## src/sv/gaq_pkg.sv

```systemverilog
// gesture action qualifier package: item and config types, codes, reset values
// and the cooldown compare helper
// depends on nothing; used by gaq_cfg_regs and gesture_action_qualifier_unit
package gaq_pkg;

  // gesture class codes carried in best_class
  localparam logic [3:0] CLS_NONE    = 4'd0;
  localparam logic [3:0] CLS_OK      = 4'd1;
  localparam logic [3:0] CLS_ONE     = 4'd2;
  localparam logic [3:0] CLS_TWO     = 4'd3;
  localparam logic [3:0] CLS_THREE   = 4'd4;
  localparam logic [3:0] CLS_FOUR    = 4'd5;
  localparam logic [3:0] CLS_FIVE    = 4'd6;
  localparam logic [3:0] CLS_LIKE    = 4'd7;
  localparam logic [3:0] CLS_DISLIKE = 4'd8;

  // repeat counter saturation value
  localparam logic [7:0] COUNT_MAX = 8'd255;

  // action codes
  typedef enum logic [3:0] {
    ACT_NONE       = 4'd0,
    ACT_PHOTO      = 4'd1,
    ACT_VIDEO      = 4'd2,
    ACT_PLAY_PAUSE = 4'd3,
    ACT_NEXT       = 4'd4,
    ACT_PREV       = 4'd5,
    ACT_VOL_UP     = 4'd6,
    ACT_VOL_DOWN   = 4'd7,
    ACT_EMERGENCY  = 4'd8
  } action_e;

  // configuration register indexes
  typedef enum logic [2:0] {
    CFG_SCORE_THRESHOLD = 3'd0,
    CFG_STABLE_FRAMES   = 3'd1,
    CFG_PHOTO_COOLDOWN  = 3'd2,
    CFG_VIDEO_COOLDOWN  = 3'd3,
    CFG_KEY_COOLDOWN    = 3'd4,
    CFG_ALARM_COOLDOWN  = 3'd5,
    CFG_ALARM_MIN_HANDS = 3'd6
  } cfg_idx_e;

  // configuration reset values
  localparam logic [15:0] RST_SCORE_THRESHOLD = 16'd26214;
  localparam logic [7:0]  RST_STABLE_FRAMES   = 8'd2;
  localparam logic [31:0] RST_PHOTO_COOLDOWN  = 32'd2000000;
  localparam logic [31:0] RST_VIDEO_COOLDOWN  = 32'd12000000;
  localparam logic [31:0] RST_KEY_COOLDOWN    = 32'd500000;
  localparam logic [31:0] RST_ALARM_COOLDOWN  = 32'd5000000;
  localparam logic [3:0]  RST_ALARM_MIN_HANDS = 4'd2;

  // configuration register set
  typedef struct packed {
    logic [15:0] score_threshold;
    logic [7:0]  stable_frames;
    logic [31:0] photo_cooldown;
    logic [31:0] video_cooldown;
    logic [31:0] media_key_cooldown;
    logic [31:0] alarm_cooldown;
    logic [3:0]  alarm_min_hands;
  } cfg_t;

  // one summarized frame result
  typedef struct packed {
    logic        link_busy;
    logic        hand_detected;
    logic        best_valid;
    logic [3:0]  best_class;
    logic [15:0] best_score;
    logic [3:0]  palm_votes;
    logic [62:0] now_time;
  } in_item_t;

  // cooldown test: time must not run backwards and the gap must be covered
  function automatic logic cooled(logic [62:0] now, logic [62:0] last, logic [31:0] gap);
    logic [62:0] diff;
    diff = now - last;
    return (now >= last) && (diff >= {31'd0, gap});
  endfunction

endpackage

```

## src/sv/gaq_cfg_regs.sv

```systemverilog
// configuration register file of the gesture action qualifier
// depends on gaq_pkg for the register set type, indexes and reset values
module gaq_cfg_regs (
  input  logic              clk_i,
  input  logic              rst_ni,
  input  logic              cfg_we_i,
  input  logic [2:0]        cfg_idx_i,
  input  logic [31:0]       cfg_wdata_i,
  output gaq_pkg::cfg_t     cfg_o
);

  gaq_pkg::cfg_t cfg_q;

  // register writes, unused index ignored
  always_ff @(posedge clk_i or negedge rst_ni) begin
    if (!rst_ni) begin
      cfg_q.score_threshold    <= gaq_pkg::RST_SCORE_THRESHOLD;
      cfg_q.stable_frames      <= gaq_pkg::RST_STABLE_FRAMES;
      cfg_q.photo_cooldown     <= gaq_pkg::RST_PHOTO_COOLDOWN;
      cfg_q.video_cooldown     <= gaq_pkg::RST_VIDEO_COOLDOWN;
      cfg_q.media_key_cooldown <= gaq_pkg::RST_KEY_COOLDOWN;
      cfg_q.alarm_cooldown     <= gaq_pkg::RST_ALARM_COOLDOWN;
      cfg_q.alarm_min_hands    <= gaq_pkg::RST_ALARM_MIN_HANDS;
    end else if (cfg_we_i) begin
      unique case (gaq_pkg::cfg_idx_e'(cfg_idx_i))
        gaq_pkg::CFG_SCORE_THRESHOLD: cfg_q.score_threshold    <= cfg_wdata_i[15:0];
        gaq_pkg::CFG_STABLE_FRAMES:   cfg_q.stable_frames      <= cfg_wdata_i[7:0];
        gaq_pkg::CFG_PHOTO_COOLDOWN:  cfg_q.photo_cooldown     <= cfg_wdata_i;
        gaq_pkg::CFG_VIDEO_COOLDOWN:  cfg_q.video_cooldown     <= cfg_wdata_i;
        gaq_pkg::CFG_KEY_COOLDOWN:    cfg_q.media_key_cooldown <= cfg_wdata_i;
        gaq_pkg::CFG_ALARM_COOLDOWN:  cfg_q.alarm_cooldown     <= cfg_wdata_i;
        gaq_pkg::CFG_ALARM_MIN_HANDS: cfg_q.alarm_min_hands    <= cfg_wdata_i[3:0];
        default: ;
      endcase
    end
  end

  assign cfg_o = cfg_q;

endmodule

```

## src/sv/gesture_action_qualifier_unit.sv

```systemverilog
// an input transfer passes the input register, then the decision and result register,
// before the matching output transfer
// throughput: one frame result per cycle while the output is not stalled; the label,
// count, presence and cooldown state is updated once per item in the decision logic
// reset: tracking state and cooldown times clear to zero, registers to defaults
// top level of the gesture action qualifier; depends on gaq_pkg and gaq_cfg_regs
module gesture_action_qualifier_unit (
  input  logic        clk_i,
  input  logic        rst_ni,
  input  logic        s_tvalid_i,
  output logic        s_tready_o,
  // link_busy[0], hand_detected[1], best_valid[2], best_class[6:3],
  // best_score[22:7], palm_votes[26:23], now_time[89:27], zero fill [95:90]
  input  logic [95:0] s_tdata_i,
  output logic        m_tvalid_o,
  input  logic        m_tready_i,
  // action[3:0], hand_appeared[4], zero fill [7:5]
  output logic [7:0]  m_tdata_o,
  input  logic        cfg_we_i,
  input  logic [2:0]  cfg_idx_i,
  input  logic [31:0] cfg_wdata_i
);

  gaq_pkg::cfg_t     cfg;
  gaq_pkg::in_item_t in_d, in_q;
  logic              in_valid_q, out_valid_q;
  logic              advance, proc;

  // tracking state
  logic              label_valid_q, label_valid_d;
  logic [3:0]        tracked_q, tracked_d;
  logic [7:0]        count_q, count_d;
  logic              hand_seen_q, hand_seen_d;
  logic [62:0]       photo_t_q, photo_t_d;
  logic [62:0]       video_t_q, video_t_d;
  logic [62:0]       key_t_q, key_t_d;
  logic [62:0]       alarm_t_q, alarm_t_d;

  // result
  gaq_pkg::action_e  action_d, action_q;
  logic              appeared_d, appeared_q;
  logic [7:0]        count_new;

  gaq_cfg_regs u_cfg (
    .clk_i       (clk_i),
    .rst_ni      (rst_ni),
    .cfg_we_i    (cfg_we_i),
    .cfg_idx_i   (cfg_idx_i),
    .cfg_wdata_i (cfg_wdata_i),
    .cfg_o       (cfg)
  );

  // unpack input transfer
  assign in_d.link_busy     = s_tdata_i[0];
  assign in_d.hand_detected = s_tdata_i[1];
  assign in_d.best_valid    = s_tdata_i[2];
  assign in_d.best_class    = s_tdata_i[6:3];
  assign in_d.best_score    = s_tdata_i[22:7];
  assign in_d.palm_votes    = s_tdata_i[26:23];
  assign in_d.now_time      = s_tdata_i[89:27];

  // handshake: the result register frees when taken, the input register when moved on
  assign advance    = !out_valid_q || m_tready_i;
  assign proc       = in_valid_q && advance;
  assign s_tready_o = !in_valid_q || advance;

  // decision logic for the item in the input register
  always_comb begin
    label_valid_d = label_valid_q;
    tracked_d     = tracked_q;
    count_d       = count_q;
    hand_seen_d   = hand_seen_q;
    photo_t_d     = photo_t_q;
    video_t_d     = video_t_q;
    key_t_d       = key_t_q;
    alarm_t_d     = alarm_t_q;
    action_d      = gaq_pkg::ACT_NONE;
    appeared_d    = 1'b0;
    count_new     = 8'd1;
    if (label_valid_q && (tracked_q == in_q.best_class)) begin
      count_new = (count_q < gaq_pkg::COUNT_MAX) ? count_q + 8'd1 : count_q;
    end
    priority if (in_q.link_busy) begin
      label_valid_d = 1'b0;
      count_d       = 8'd0;
      hand_seen_d   = 1'b0;
    end else if (!in_q.hand_detected) begin
      hand_seen_d = 1'b0;
    end else begin
      appeared_d  = !hand_seen_q;
      hand_seen_d = 1'b1;
      if (!in_q.best_valid || (in_q.best_score < cfg.score_threshold) ||
          (in_q.best_class == gaq_pkg::CLS_NONE)) begin
        label_valid_d = 1'b0;
        count_d       = 8'd0;
      end else begin
        label_valid_d = 1'b1;
        tracked_d     = in_q.best_class;
        count_d       = count_new;
        if (count_new >= cfg.stable_frames) begin
          // priority: emergency, photo, video, then shared media keys
          priority if ((in_q.best_class == gaq_pkg::CLS_FIVE) &&
                       (in_q.palm_votes >= cfg.alarm_min_hands)) begin
            if (gaq_pkg::cooled(in_q.now_time, alarm_t_q, cfg.alarm_cooldown)) begin
              alarm_t_d = in_q.now_time;
              action_d  = gaq_pkg::ACT_EMERGENCY;
            end
          end else if (in_q.best_class == gaq_pkg::CLS_OK) begin
            if (gaq_pkg::cooled(in_q.now_time, photo_t_q, cfg.photo_cooldown)) begin
              photo_t_d = in_q.now_time;
              action_d  = gaq_pkg::ACT_PHOTO;
            end
          end else if (in_q.best_class == gaq_pkg::CLS_ONE) begin
            if (gaq_pkg::cooled(in_q.now_time, video_t_q, cfg.video_cooldown)) begin
              video_t_d = in_q.now_time;
              action_d  = gaq_pkg::ACT_VIDEO;
            end
          end else if (gaq_pkg::cooled(in_q.now_time, key_t_q, cfg.media_key_cooldown)) begin
            priority if (in_q.best_class == gaq_pkg::CLS_TWO) begin
              action_d = gaq_pkg::ACT_PLAY_PAUSE;
            end else if (in_q.best_class == gaq_pkg::CLS_THREE) begin
              action_d = gaq_pkg::ACT_NEXT;
            end else if (in_q.best_class == gaq_pkg::CLS_FOUR) begin
              action_d = gaq_pkg::ACT_PREV;
            end else if (in_q.best_class == gaq_pkg::CLS_LIKE) begin
              action_d = gaq_pkg::ACT_VOL_UP;
            end else if (in_q.best_class == gaq_pkg::CLS_DISLIKE) begin
              action_d = gaq_pkg::ACT_VOL_DOWN;
            end else begin
              action_d = gaq_pkg::ACT_NONE;
            end
            if (action_d != gaq_pkg::ACT_NONE) begin
              key_t_d = in_q.now_time;
            end
          end
          if (action_d != gaq_pkg::ACT_NONE) begin
            count_d = 8'd0;
          end
        end
      end
    end
  end

  // input register
  always_ff @(posedge clk_i or negedge rst_ni) begin
    if (!rst_ni) begin
      in_valid_q <= 1'b0;
    end else if (s_tready_o) begin
      in_valid_q <= s_tvalid_i;
    end
  end

  always_ff @(posedge clk_i) begin
    if (s_tvalid_i && s_tready_o) begin
      in_q <= in_d;
    end
  end

  // tracking state update
  always_ff @(posedge clk_i or negedge rst_ni) begin
    if (!rst_ni) begin
      label_valid_q <= 1'b0;
      tracked_q     <= 4'd0;
      count_q       <= 8'd0;
      hand_seen_q   <= 1'b0;
      photo_t_q     <= 63'd0;
      video_t_q     <= 63'd0;
      key_t_q       <= 63'd0;
      alarm_t_q     <= 63'd0;
    end else if (proc) begin
      label_valid_q <= label_valid_d;
      tracked_q     <= tracked_d;
      count_q       <= count_d;
      hand_seen_q   <= hand_seen_d;
      photo_t_q     <= photo_t_d;
      video_t_q     <= video_t_d;
      key_t_q       <= key_t_d;
      alarm_t_q     <= alarm_t_d;
    end
  end

  // result register
  always_ff @(posedge clk_i or negedge rst_ni) begin
    if (!rst_ni) begin
      out_valid_q <= 1'b0;
    end else if (advance) begin
      out_valid_q <= in_valid_q;
    end
  end

  always_ff @(posedge clk_i) begin
    if (proc) begin
      action_q   <= action_d;
      appeared_q <= appeared_d;
    end
  end

  assign m_tvalid_o = out_valid_q;
  assign m_tdata_o  = {3'b000, appeared_q, action_q};

`ifndef SYNTHESIS
  // a busy frame clears the label, the repeat count and hand presence
  a_busy_clears: assert property (@(posedge clk_i) disable iff (!rst_ni)
    proc && in_q.link_busy |=> !label_valid_q && !hand_seen_q && (count_q == 8'd0))
    else $error("busy frame left tracking state set");

  // a fired action restarts the count
  a_fire_clears_count: assert property (@(posedge clk_i) disable iff (!rst_ni)
    proc && (action_d != gaq_pkg::ACT_NONE) |=> (count_q == 8'd0) && label_valid_q)
    else $error("fired action did not clear the repeat count");

  // without a valid label the count is zero
  a_count_needs_label: assert property (@(posedge clk_i) disable iff (!rst_ni)
    !label_valid_q |-> (count_q == 8'd0))
    else $error("repeat count nonzero without a valid label");

  // an appeared pulse marks the hand as present afterwards
  a_appear_sets_seen: assert property (@(posedge clk_i) disable iff (!rst_ni)
    proc && appeared_d |=> hand_seen_q && $past(!hand_seen_q))
    else $error("hand appeared pulse without presence change");
`endif

endmodule

```

## config.mk

```make
export PLATFORM = sky130hd
export DESIGN_NAME = gesture_action_qualifier_unit
export DESIGN_NICKNAME = d
export VERILOG_FILES = /design/src/sv/gaq_pkg.sv /design/src/sv/gaq_cfg_regs.sv /design/src/sv/gesture_action_qualifier_unit.sv
export SDC_FILE = /design/constraint.sdc
export NUM_CORES = 1
export LEC_CHECK = 0
export BUFFER_PORTS_ARGS = -buffer_cell sky130_fd_sc_hd__buf_2
export CAP_MARGIN = 20
export CORE_AREA = 2 2 388 390
export DETAILED_ROUTE_END_ITERATION = 12
export DIE_AREA = 0 0 390 392
export PLACE_DENSITY_LB_ADDON = 0.08
export SYNTH_ARGS = -nofsm -noshare
export SYNTH_HDL_FRONTEND = slang
export SYNTH_SLANG_ARGS = --single-unit
```

## constraint.sdc

```tcl
create_clock -name clk_i -period 6.67 [get_ports clk_i]
set_input_delay 1.0005 -clock clk_i [delete_from_list [all_inputs] [get_ports clk_i]]
set_output_delay 1.0005 -clock clk_i [all_outputs]
set_load 0.03 [all_outputs]
```

==> results.yml, run 1 <==
sta:
  tightest_slew_ns: 1.148
  setup_viol_count_final: 0
  rsz0062_at_grt: "yes"
  fmax_ghz: 0.1528
  min_period_over_period: 0.9811
  slew_violations: 0
  period_needed_ns: 6.544
  worst_slack_ns: 0.1264
  max-slew-margin-rel: 0.2280
  hold_violations: 0
  finClkSkew_ns: 0.04428
global_routing:
  grt_antenna_before_repair: 7
  grt_usage: 0.2158
  grt-ovfl-total: 0
  first_global_vias: 36651
  grt_max_degree: 142
  grt_pass1_wl_um: 243800
critical_path:
  endpoint_kind: "flip-flop"
  crit_required_ns: 7.21
  start_kind: "flip-flop"
  cpPeakStageDelay_ns: 0.58
  path_common_cell: "buf_6"
  crit_path_top_delay_cell: "or4_4"
  cp_max_fo: 7
  path_class: "reg -> reg"
  rr_worst_depth: 26
  cp_data_arrival_time_ns: 7.09
place:
  placedCellCount: 6947
  pre_cts_slack_ns: -0.3255
  gp_congestion: 0.9198
  port_buffers: 136
  dp_hpwl_um: 138600
die:
  die_h_um: 392
  initial_core_util: 0.2776
  die_area_sq_mm: 0.1529
  core_area_sq_mm: 0.1489
  io_pins: 146
  row_count: 142
  die_x_um: 390
power:
  vdd_ir_drop_max_mv: 0.1649
  p_leak_uw: 0.02136
  powerDensity_mw_per_mm2: 211.3
clock_tree:
  cts.sinks: 519
  cts_tree: "yes"
  cts.clk_slew.worst_paths_ns: 0.05
  postCtsHoldBufs: 0
  clkLatencyLatePin_ns: 0.68
  cts_root_buffer: "clkbuf_16"
  cts_htree_levels: 3
  clock_path_buffers: 3
  cts_inserted_buffers: 72
drt:
  antenna_left: 0
  num_vias: 36746
  first_pass_iters: 5
  wire_per_inst_um: 24.10
  route.detailed.drc: 0
  wirelength_um: 171600
  first_iter_violations: 2106
  post_drt_via_cell_ratio: 5.162
synthesis:
  syn_area_sq_mm: 0.04132
  yosysWarnings: 0
  synth.distinct_cells: 93
  ys_ff_latch: 519
  synth_edf_count: 95
  synth.avg_cell_area_sq_um: 8.821
  ys_seq_area_frac: 0.3271
  postSynthCellCount: 4685
  async_flop_share: 0.8170
  yosys_most_used_dff: "dfrtp_1"
layout:
  drive_gt1_frac: 0.2256
  nNetsFinal: 5658
  final_core_util: 0.3372
  final_cells: 7118
  final_common_cell: "inv_1"
  synthToLayoutAreaGrowth_pct: 21.48
  final_cell_mix: "inv_1 (473), nand2_1 (453), ha_1 (394), dfrtp_1 (382), a21oi_1 (374)"
  fillerInstances: 15715
status:
  status: "completed"
flow_run:
  maxCapViolations: 0
hold_path:
  hold_path.class: "in -> async"
-- stage by stage --
step / setup TNS [ns] / area (sq um) / hold slack, ns / power, uW
after floorplan: 0 / 41330 / 0.4466 / 5357
after global placement: -18.84 / 46570 / 0.4670 / 6489
after detailed placement: -21.86 / 46580 / 0.4654 / 6497
after CTS: 0 / 49220 / 0.3291 / 10750
after global routing: -2.462 / 50190 / 0.3496 / 11250
final: 0 / 50200 / 0.3182 / 10610
-- worst max-delay path: cells and delay by family (launching register included) --
family / cells / cell delay, ns
and+or+nand+nor: 15 / 3.70
adders and majority gates: 2 / 0.52
xor gates and xnor gates: 1 / 0.12
AOI/OAI and AO/OA: 3 / 0.71
buffers and inverters: 4 / 0.68
muxes: 1 / 0.29
DFF: 1 / 0.38
-- Yosys cell counts, drive strengths merged (95+ instances only) --
| cell type | number | share of area |
|---|---|---|
| nor2 | 248 | 0.023 |
| edfxtp | 95 | 0.069 |
| xnor2 | 102 | 0.022 |
| clkbuf | 149 | 0.014 |
| a21oi | 401 | 0.050 |
| dfrtp | 382 | 0.23 |
| o21ai | 369 | 0.045 |
| ha | 408 | 0.12 |
| mux2 | 333 | 0.096 |
| a21o | 96 | 0.017 |
| nand4 | 171 | 0.026 |
| inv | 474 | 0.043 |
| nand2 | 455 | 0.041 |
-- logic make-up (layout without fill, tap and decap cells) --
family          Yosys count  in the layout  share of synthesized area
compound gates         1276           1276                     0.1925
simple gates           1257           1259                     0.1474
buf+inv                 673           1152                    0.06546
flops                   519            519                     0.3271
fa+ha+maj               412            412                     0.1255
mux                     352            352                     0.1007
xor+xnor                195            195                    0.04133
other cells               1              9                 0.00009074
-- power breakdown --
part | leakage (uW) | internal (uW) | total (uW) | switching (uW)
Clock | 0.00121 | 2460 | 4110 | 1650
Combinational | 0.0137 | 1120 | 2820 | 1700
Sequential | 0.00645 | 3540 | 3680 | 144
Total | 0.0214 | 7110 | 10600 | 3490
-- state kept, by name, indices dropped and copies added, names as in the netlist --
signal and count:
action_q 4, label_valid_q 1, in_valid_q 1, key_t_q 63, u_cfg.cfg_o 156, appeared_q 1
photo_t_q 63, in_q 90, hand_seen_q 1, video_t_q 63, m_tvalid_o 1, alarm_t_q 63
count_q 8, tracked_q 4
-- final timing paths --
kind	to	from	slack (ns)
max	key_t_q[16]$_DFFE_PN0P_	in_q[10]$_DFFE_PP_	0.13
min	u_cfg.cfg_o[50]$_DFFE_PN0P_	rst_ni	0.32
max reg2reg	key_t_q[16]$_DFFE_PN0P_	in_q[10]$_DFFE_PP_	0.13
min reg2reg	label_valid_q$_DFFE_PN0P_	label_valid_q$_DFFE_PN0P_	0.48
max in group asynchronous	photo_t_q[47]$_DFFE_PN0P_	rst_ni	5.03
min in group clk_i	label_valid_q$_DFFE_PN0P_	label_valid_q$_DFFE_PN0P_	0.48
-- per-layer routing --
| layer | GRT usage | routed length [um] |
|---|---|---|
| met3 | 0.02146 | 5404 |
| met5 | 0 | 0 |
| met2 | 0.3437 | 76420 |
| met4 | 0.06978 | 6118 |
| met1 | 0.3050 | 83610 |
-- repair_timing --
action,in CTS,in global routing
pin swaps,11,37
hold endpoints to repair,0,0
buffers inserted,1,12
gates cloned,0,20
gates resized for setup,25,92
setup endpoints to repair,178,261
-- final cells by class --
| type | count | area, sq um | area share |
|---|---|---|---|
| Tap cell | 1944 | 2432 | 0.04845 |
| Sequential cell | 519 | 13520 | 0.2692 |
| Multi-Input combinational cell | 3497 | 25720 | 0.5123 |
| Clock inverter | 28 | 371.6 | 0.007402 |
| Timing Repair Buffer | 546 | 4242 | 0.08449 |
| Antenna cell | 6 | 15.01 | 0.0002991 |
| Inverter | 474 | 1779 | 0.03544 |
| Clock buffer | 104 | 2126 | 0.04234 |
Note: power is estimated with default switching activity, not from simulation.
==> run 2, diff against run 1 <==
--- a/config.mk
+++ b/config.mk
@@ -7,10 +7,11 @@
 export LEC_CHECK = 0
 export BUFFER_PORTS_ARGS = -buffer_cell sky130_fd_sc_hd__buf_2
 export CAP_MARGIN = 20
-export CORE_AREA = 2 2 388 390
+export CORE_AREA = 2 2 387 389
 export DETAILED_ROUTE_END_ITERATION = 12
-export DIE_AREA = 0 0 390 392
+export DIE_AREA = 0 0 389 391
 export PLACE_DENSITY_LB_ADDON = 0.08
 export SYNTH_ARGS = -nofsm -noshare
 export SYNTH_HDL_FRONTEND = slang
+export SYNTH_HIERARCHICAL = 1
 export SYNTH_SLANG_ARGS = --single-unit
==> run 2 against run 1 <==
  * Global-route usage is 1.3 points lower
  * Critical endpoint is now photo_t_q[22]$_DFFE_PN0P_
  * Clock-buffer cell count decreased by 1
  * Largest cell class unchanged
  * Utilization down 1.0 points
  * Cell count shrank 3.0%
==> results.yml, run 2 <==
status:
  status: "completed"
synthesis:
  syn_area_sq_mm: 0.04120
  synth.avg_cell_area_sq_um: 8.911
  synth_top_area_frac: 0.2320
  ys_seq_area_frac: 0.3281
  ys_ff_latch: 519
  async_flop_share: 0.8170
  synth_edf_count: 95
  yosysWarnings: 6
  yosys_most_used_dff: "dfrtp_1"
  synth.distinct_cells: 96
  synth_area_leaders: "dfrtp_1 (23%), ha_1 (12%), mux2_2 (7.8%)"
  postSynthCellCount: 4623
  synth_common_cells: "inv_1 (467), ha_1 (408), a21oi_1 (385)"
  synthMostInstantiatedCell: "inv_1"
  synth_largest_area_cell: "dfrtp_1"
clock_tree:
  cts_inserted_buffers: 73
  cts.clk_slew.worst_paths_ns: 0.06
  cts_tree: "yes"
  postCtsHoldBufs: 0
  clock_path_buffers: 3
  cts.sinks: 519
  clkLatencyLatePin_ns: 0.69
  cts_root_buffer: "clkbuf_16"
  cts_htree_levels: 3
power:
  vdd_ir_drop_max_mv: 0.1660
  powerDensity_mw_per_mm2: 215.7
  p_leak_uw: 0.02094
drt:
  num_vias: 35868
  wire_per_inst_um: 22.93
  wirelength_um: 158300
  antenna_left: 0
  post_drt_via_cell_ratio: 5.194
  first_iter_violations: 2106
  first_pass_iters: 8
  route.detailed.drc: 0
place:
  placedCellCount: 6737
  gp_congestion: 0.9327
  dp_hpwl_um: 127300
  port_buffers: 136
  dpl_cell_area_sq_mm: 0.04544
  pre_cts_slack_ns: -0.1647
global_routing:
  grt_max_degree: 141
  grt_antenna_before_repair: 11
  grt-ovfl-total: 0
  first_global_vias: 36089
  grt_usage: 0.2033
  grt_pass1_wl_um: 233100
die:
  die_x_um: 389
  initial_core_util: 0.2774
  io_pins: 146
  die_h_um: 391
  die_area_sq_mm: 0.1521
  row_count: 142
  core_area_sq_mm: 0.1485
layout:
  final_common_cell: "inv_1"
  final_core_util: 0.3269
  largest_register_ffs: 156
  final_cells: 6906
  final_cell_mix: "inv_1 (466), ha_1 (402), dfrtp_1 (382), a21oi_1 (375), nand2_1 (350)"
  synthToLayoutAreaGrowth_pct: 17.85
  fin_area_sq_mm: 0.04855
  drive_gt1_frac: 0.2013
  nNetsFinal: 5446
sta:
  tightest_slew_ns: 1.006
  worst_slack_ns: 0.2646
  max-slew-margin-rel: 0.3261
  rsz0062_at_grt: "yes"
  min_period_over_period: 0.9603
  slew_violations: 0
  period_needed_ns: 6.405
  setup_viol_count_final: 0
  fmax_ghz: 0.1561
  hold_violations: 0
  finClkSkew_ns: 0.03471
critical_path:
  regToRegSetupSlack_ns: 0.26
  cp_max_fo: 6
  crit_required_ns: 7.22
  endpoint_kind: "flip-flop"
  start_kind: "flip-flop"
  path_class: "reg -> reg"
  cp_data_arrival_time_ns: 6.96
flow_run:
  maxCapViolations: 0
hold_path:
  hold_path.class: "in -> async"
run 2: cell count changes in the layout (fill, tap and decap cells not counted), sizes merged, moves of 25 or more:
cell   previous run  this run
nand3            70       139
o21ai           369       314
nand2           455       353
nor3             59        84
buf             535       391
run 2: worst max-delay path, cell delays in order, from the launching register on:
cell       delay (ns)
edfxtp_1         0.53
buf_4            0.24
ha_1             0.37
a21oi_1          0.26
o21ai_0          0.14
a221o_1          0.36
a41o_1           0.36
a21oi_2          0.22
o21ai_0          0.13
xor2_1           0.16
ha_1             0.30
nand4_1          0.18
nor4_4           0.09
a31oi_4          0.24
o211ai_1         0.16
a2111oi_2        0.24
nand3_1          0.16
nor4_2           0.36
nand4_1          0.16
nor4_2           0.23
nand4_1          0.13
o311a_4          0.45
nand2_8          0.11
buf_8            0.14
clkbuf_16        0.16
mux2_2           0.33
run 2: metal layers:
metal | routed length (um) | track usage | up-vias
met5 | 0 | 0 | -
met4 | 4586 | 0.05610 | 0
met3 | 5379 | 0.02172 | 203
met2 | 71090 | 0.3259 | 719
met1 | 77290 | 0.2884 | 17615
li1 | - | - | 17331
run 2: cells by family after synthesis:
logic type | share of synthesized area
xor gates and xnor gates | 0.03954
other | 0.00009103
adders and majority gates | 0.1259
and+or+nand+nor | 0.1463
muxes | 0.1067
DFF | 0.3281
buffers and inverters | 0.06445
AOI/OAI and AO/OA | 0.1889
run 2: final timing paths:
path                                   startpoint                      endpoint  cells past startpoint
max                             in_q[6]$_DFFE_PP_     photo_t_q[22]$_DFFE_PN0P_                     25
min                                        rst_ni  u_cfg/cfg_o[106]$_DFFE_PN0P_                      1
min in group clk_i         in_valid_q$_DFFE_PN0N_        m_tvalid_o$_DFFE_PN0P_                      1
max in group asynchronous                  rst_ni        count_q[1]$_DFFE_PN0P_                      2
min reg2reg                in_valid_q$_DFFE_PN0N_        m_tvalid_o$_DFFE_PN0P_                      1
max reg2reg                     in_q[6]$_DFFE_PP_     photo_t_q[22]$_DFFE_PN0P_                     25
run 2: area by class of cell:
type / instances / area, sq um
Clock buffer: 103 / 2096
Antenna cell: 4 / 10.01
Sequential cell: 519 / 13520
Fill cell: 15770 / 99980
Clock inverter: 32 / 367.9
Tap cell: 1944 / 2432
Multi-Input combinational cell: 3442 / 25360
Timing Repair Buffer: 395 / 3010
Inverter: 467 / 1753
run 2: timing repair:
item | CTS | global route
buffers inserted | 0 | 24
setup endpoints to repair | 114 | 263
cloned | 0 | 6
pin swaps | 0 | 37
gates resized for setup | 3 | 70
run 2: power breakdown:
group / internal (uW) / switching (uW)
sequential: 3560 / 201
clock: 2410 / 1660
combinational: 1090 / 1550
total: 7060 / 3410
run 2: stage by stage:
stage                     hold slack [ns]  power, uW  setup TNS (ns)
after floorplan                    0.4466       5426               0
after global placement             0.4646       6413          -3.963
after detailed placement           0.4733       6414          -7.849
after CTS                          0.2427      10630               0
after global routing               0.2706      11090         -0.6030
final                              0.2597      10470               0
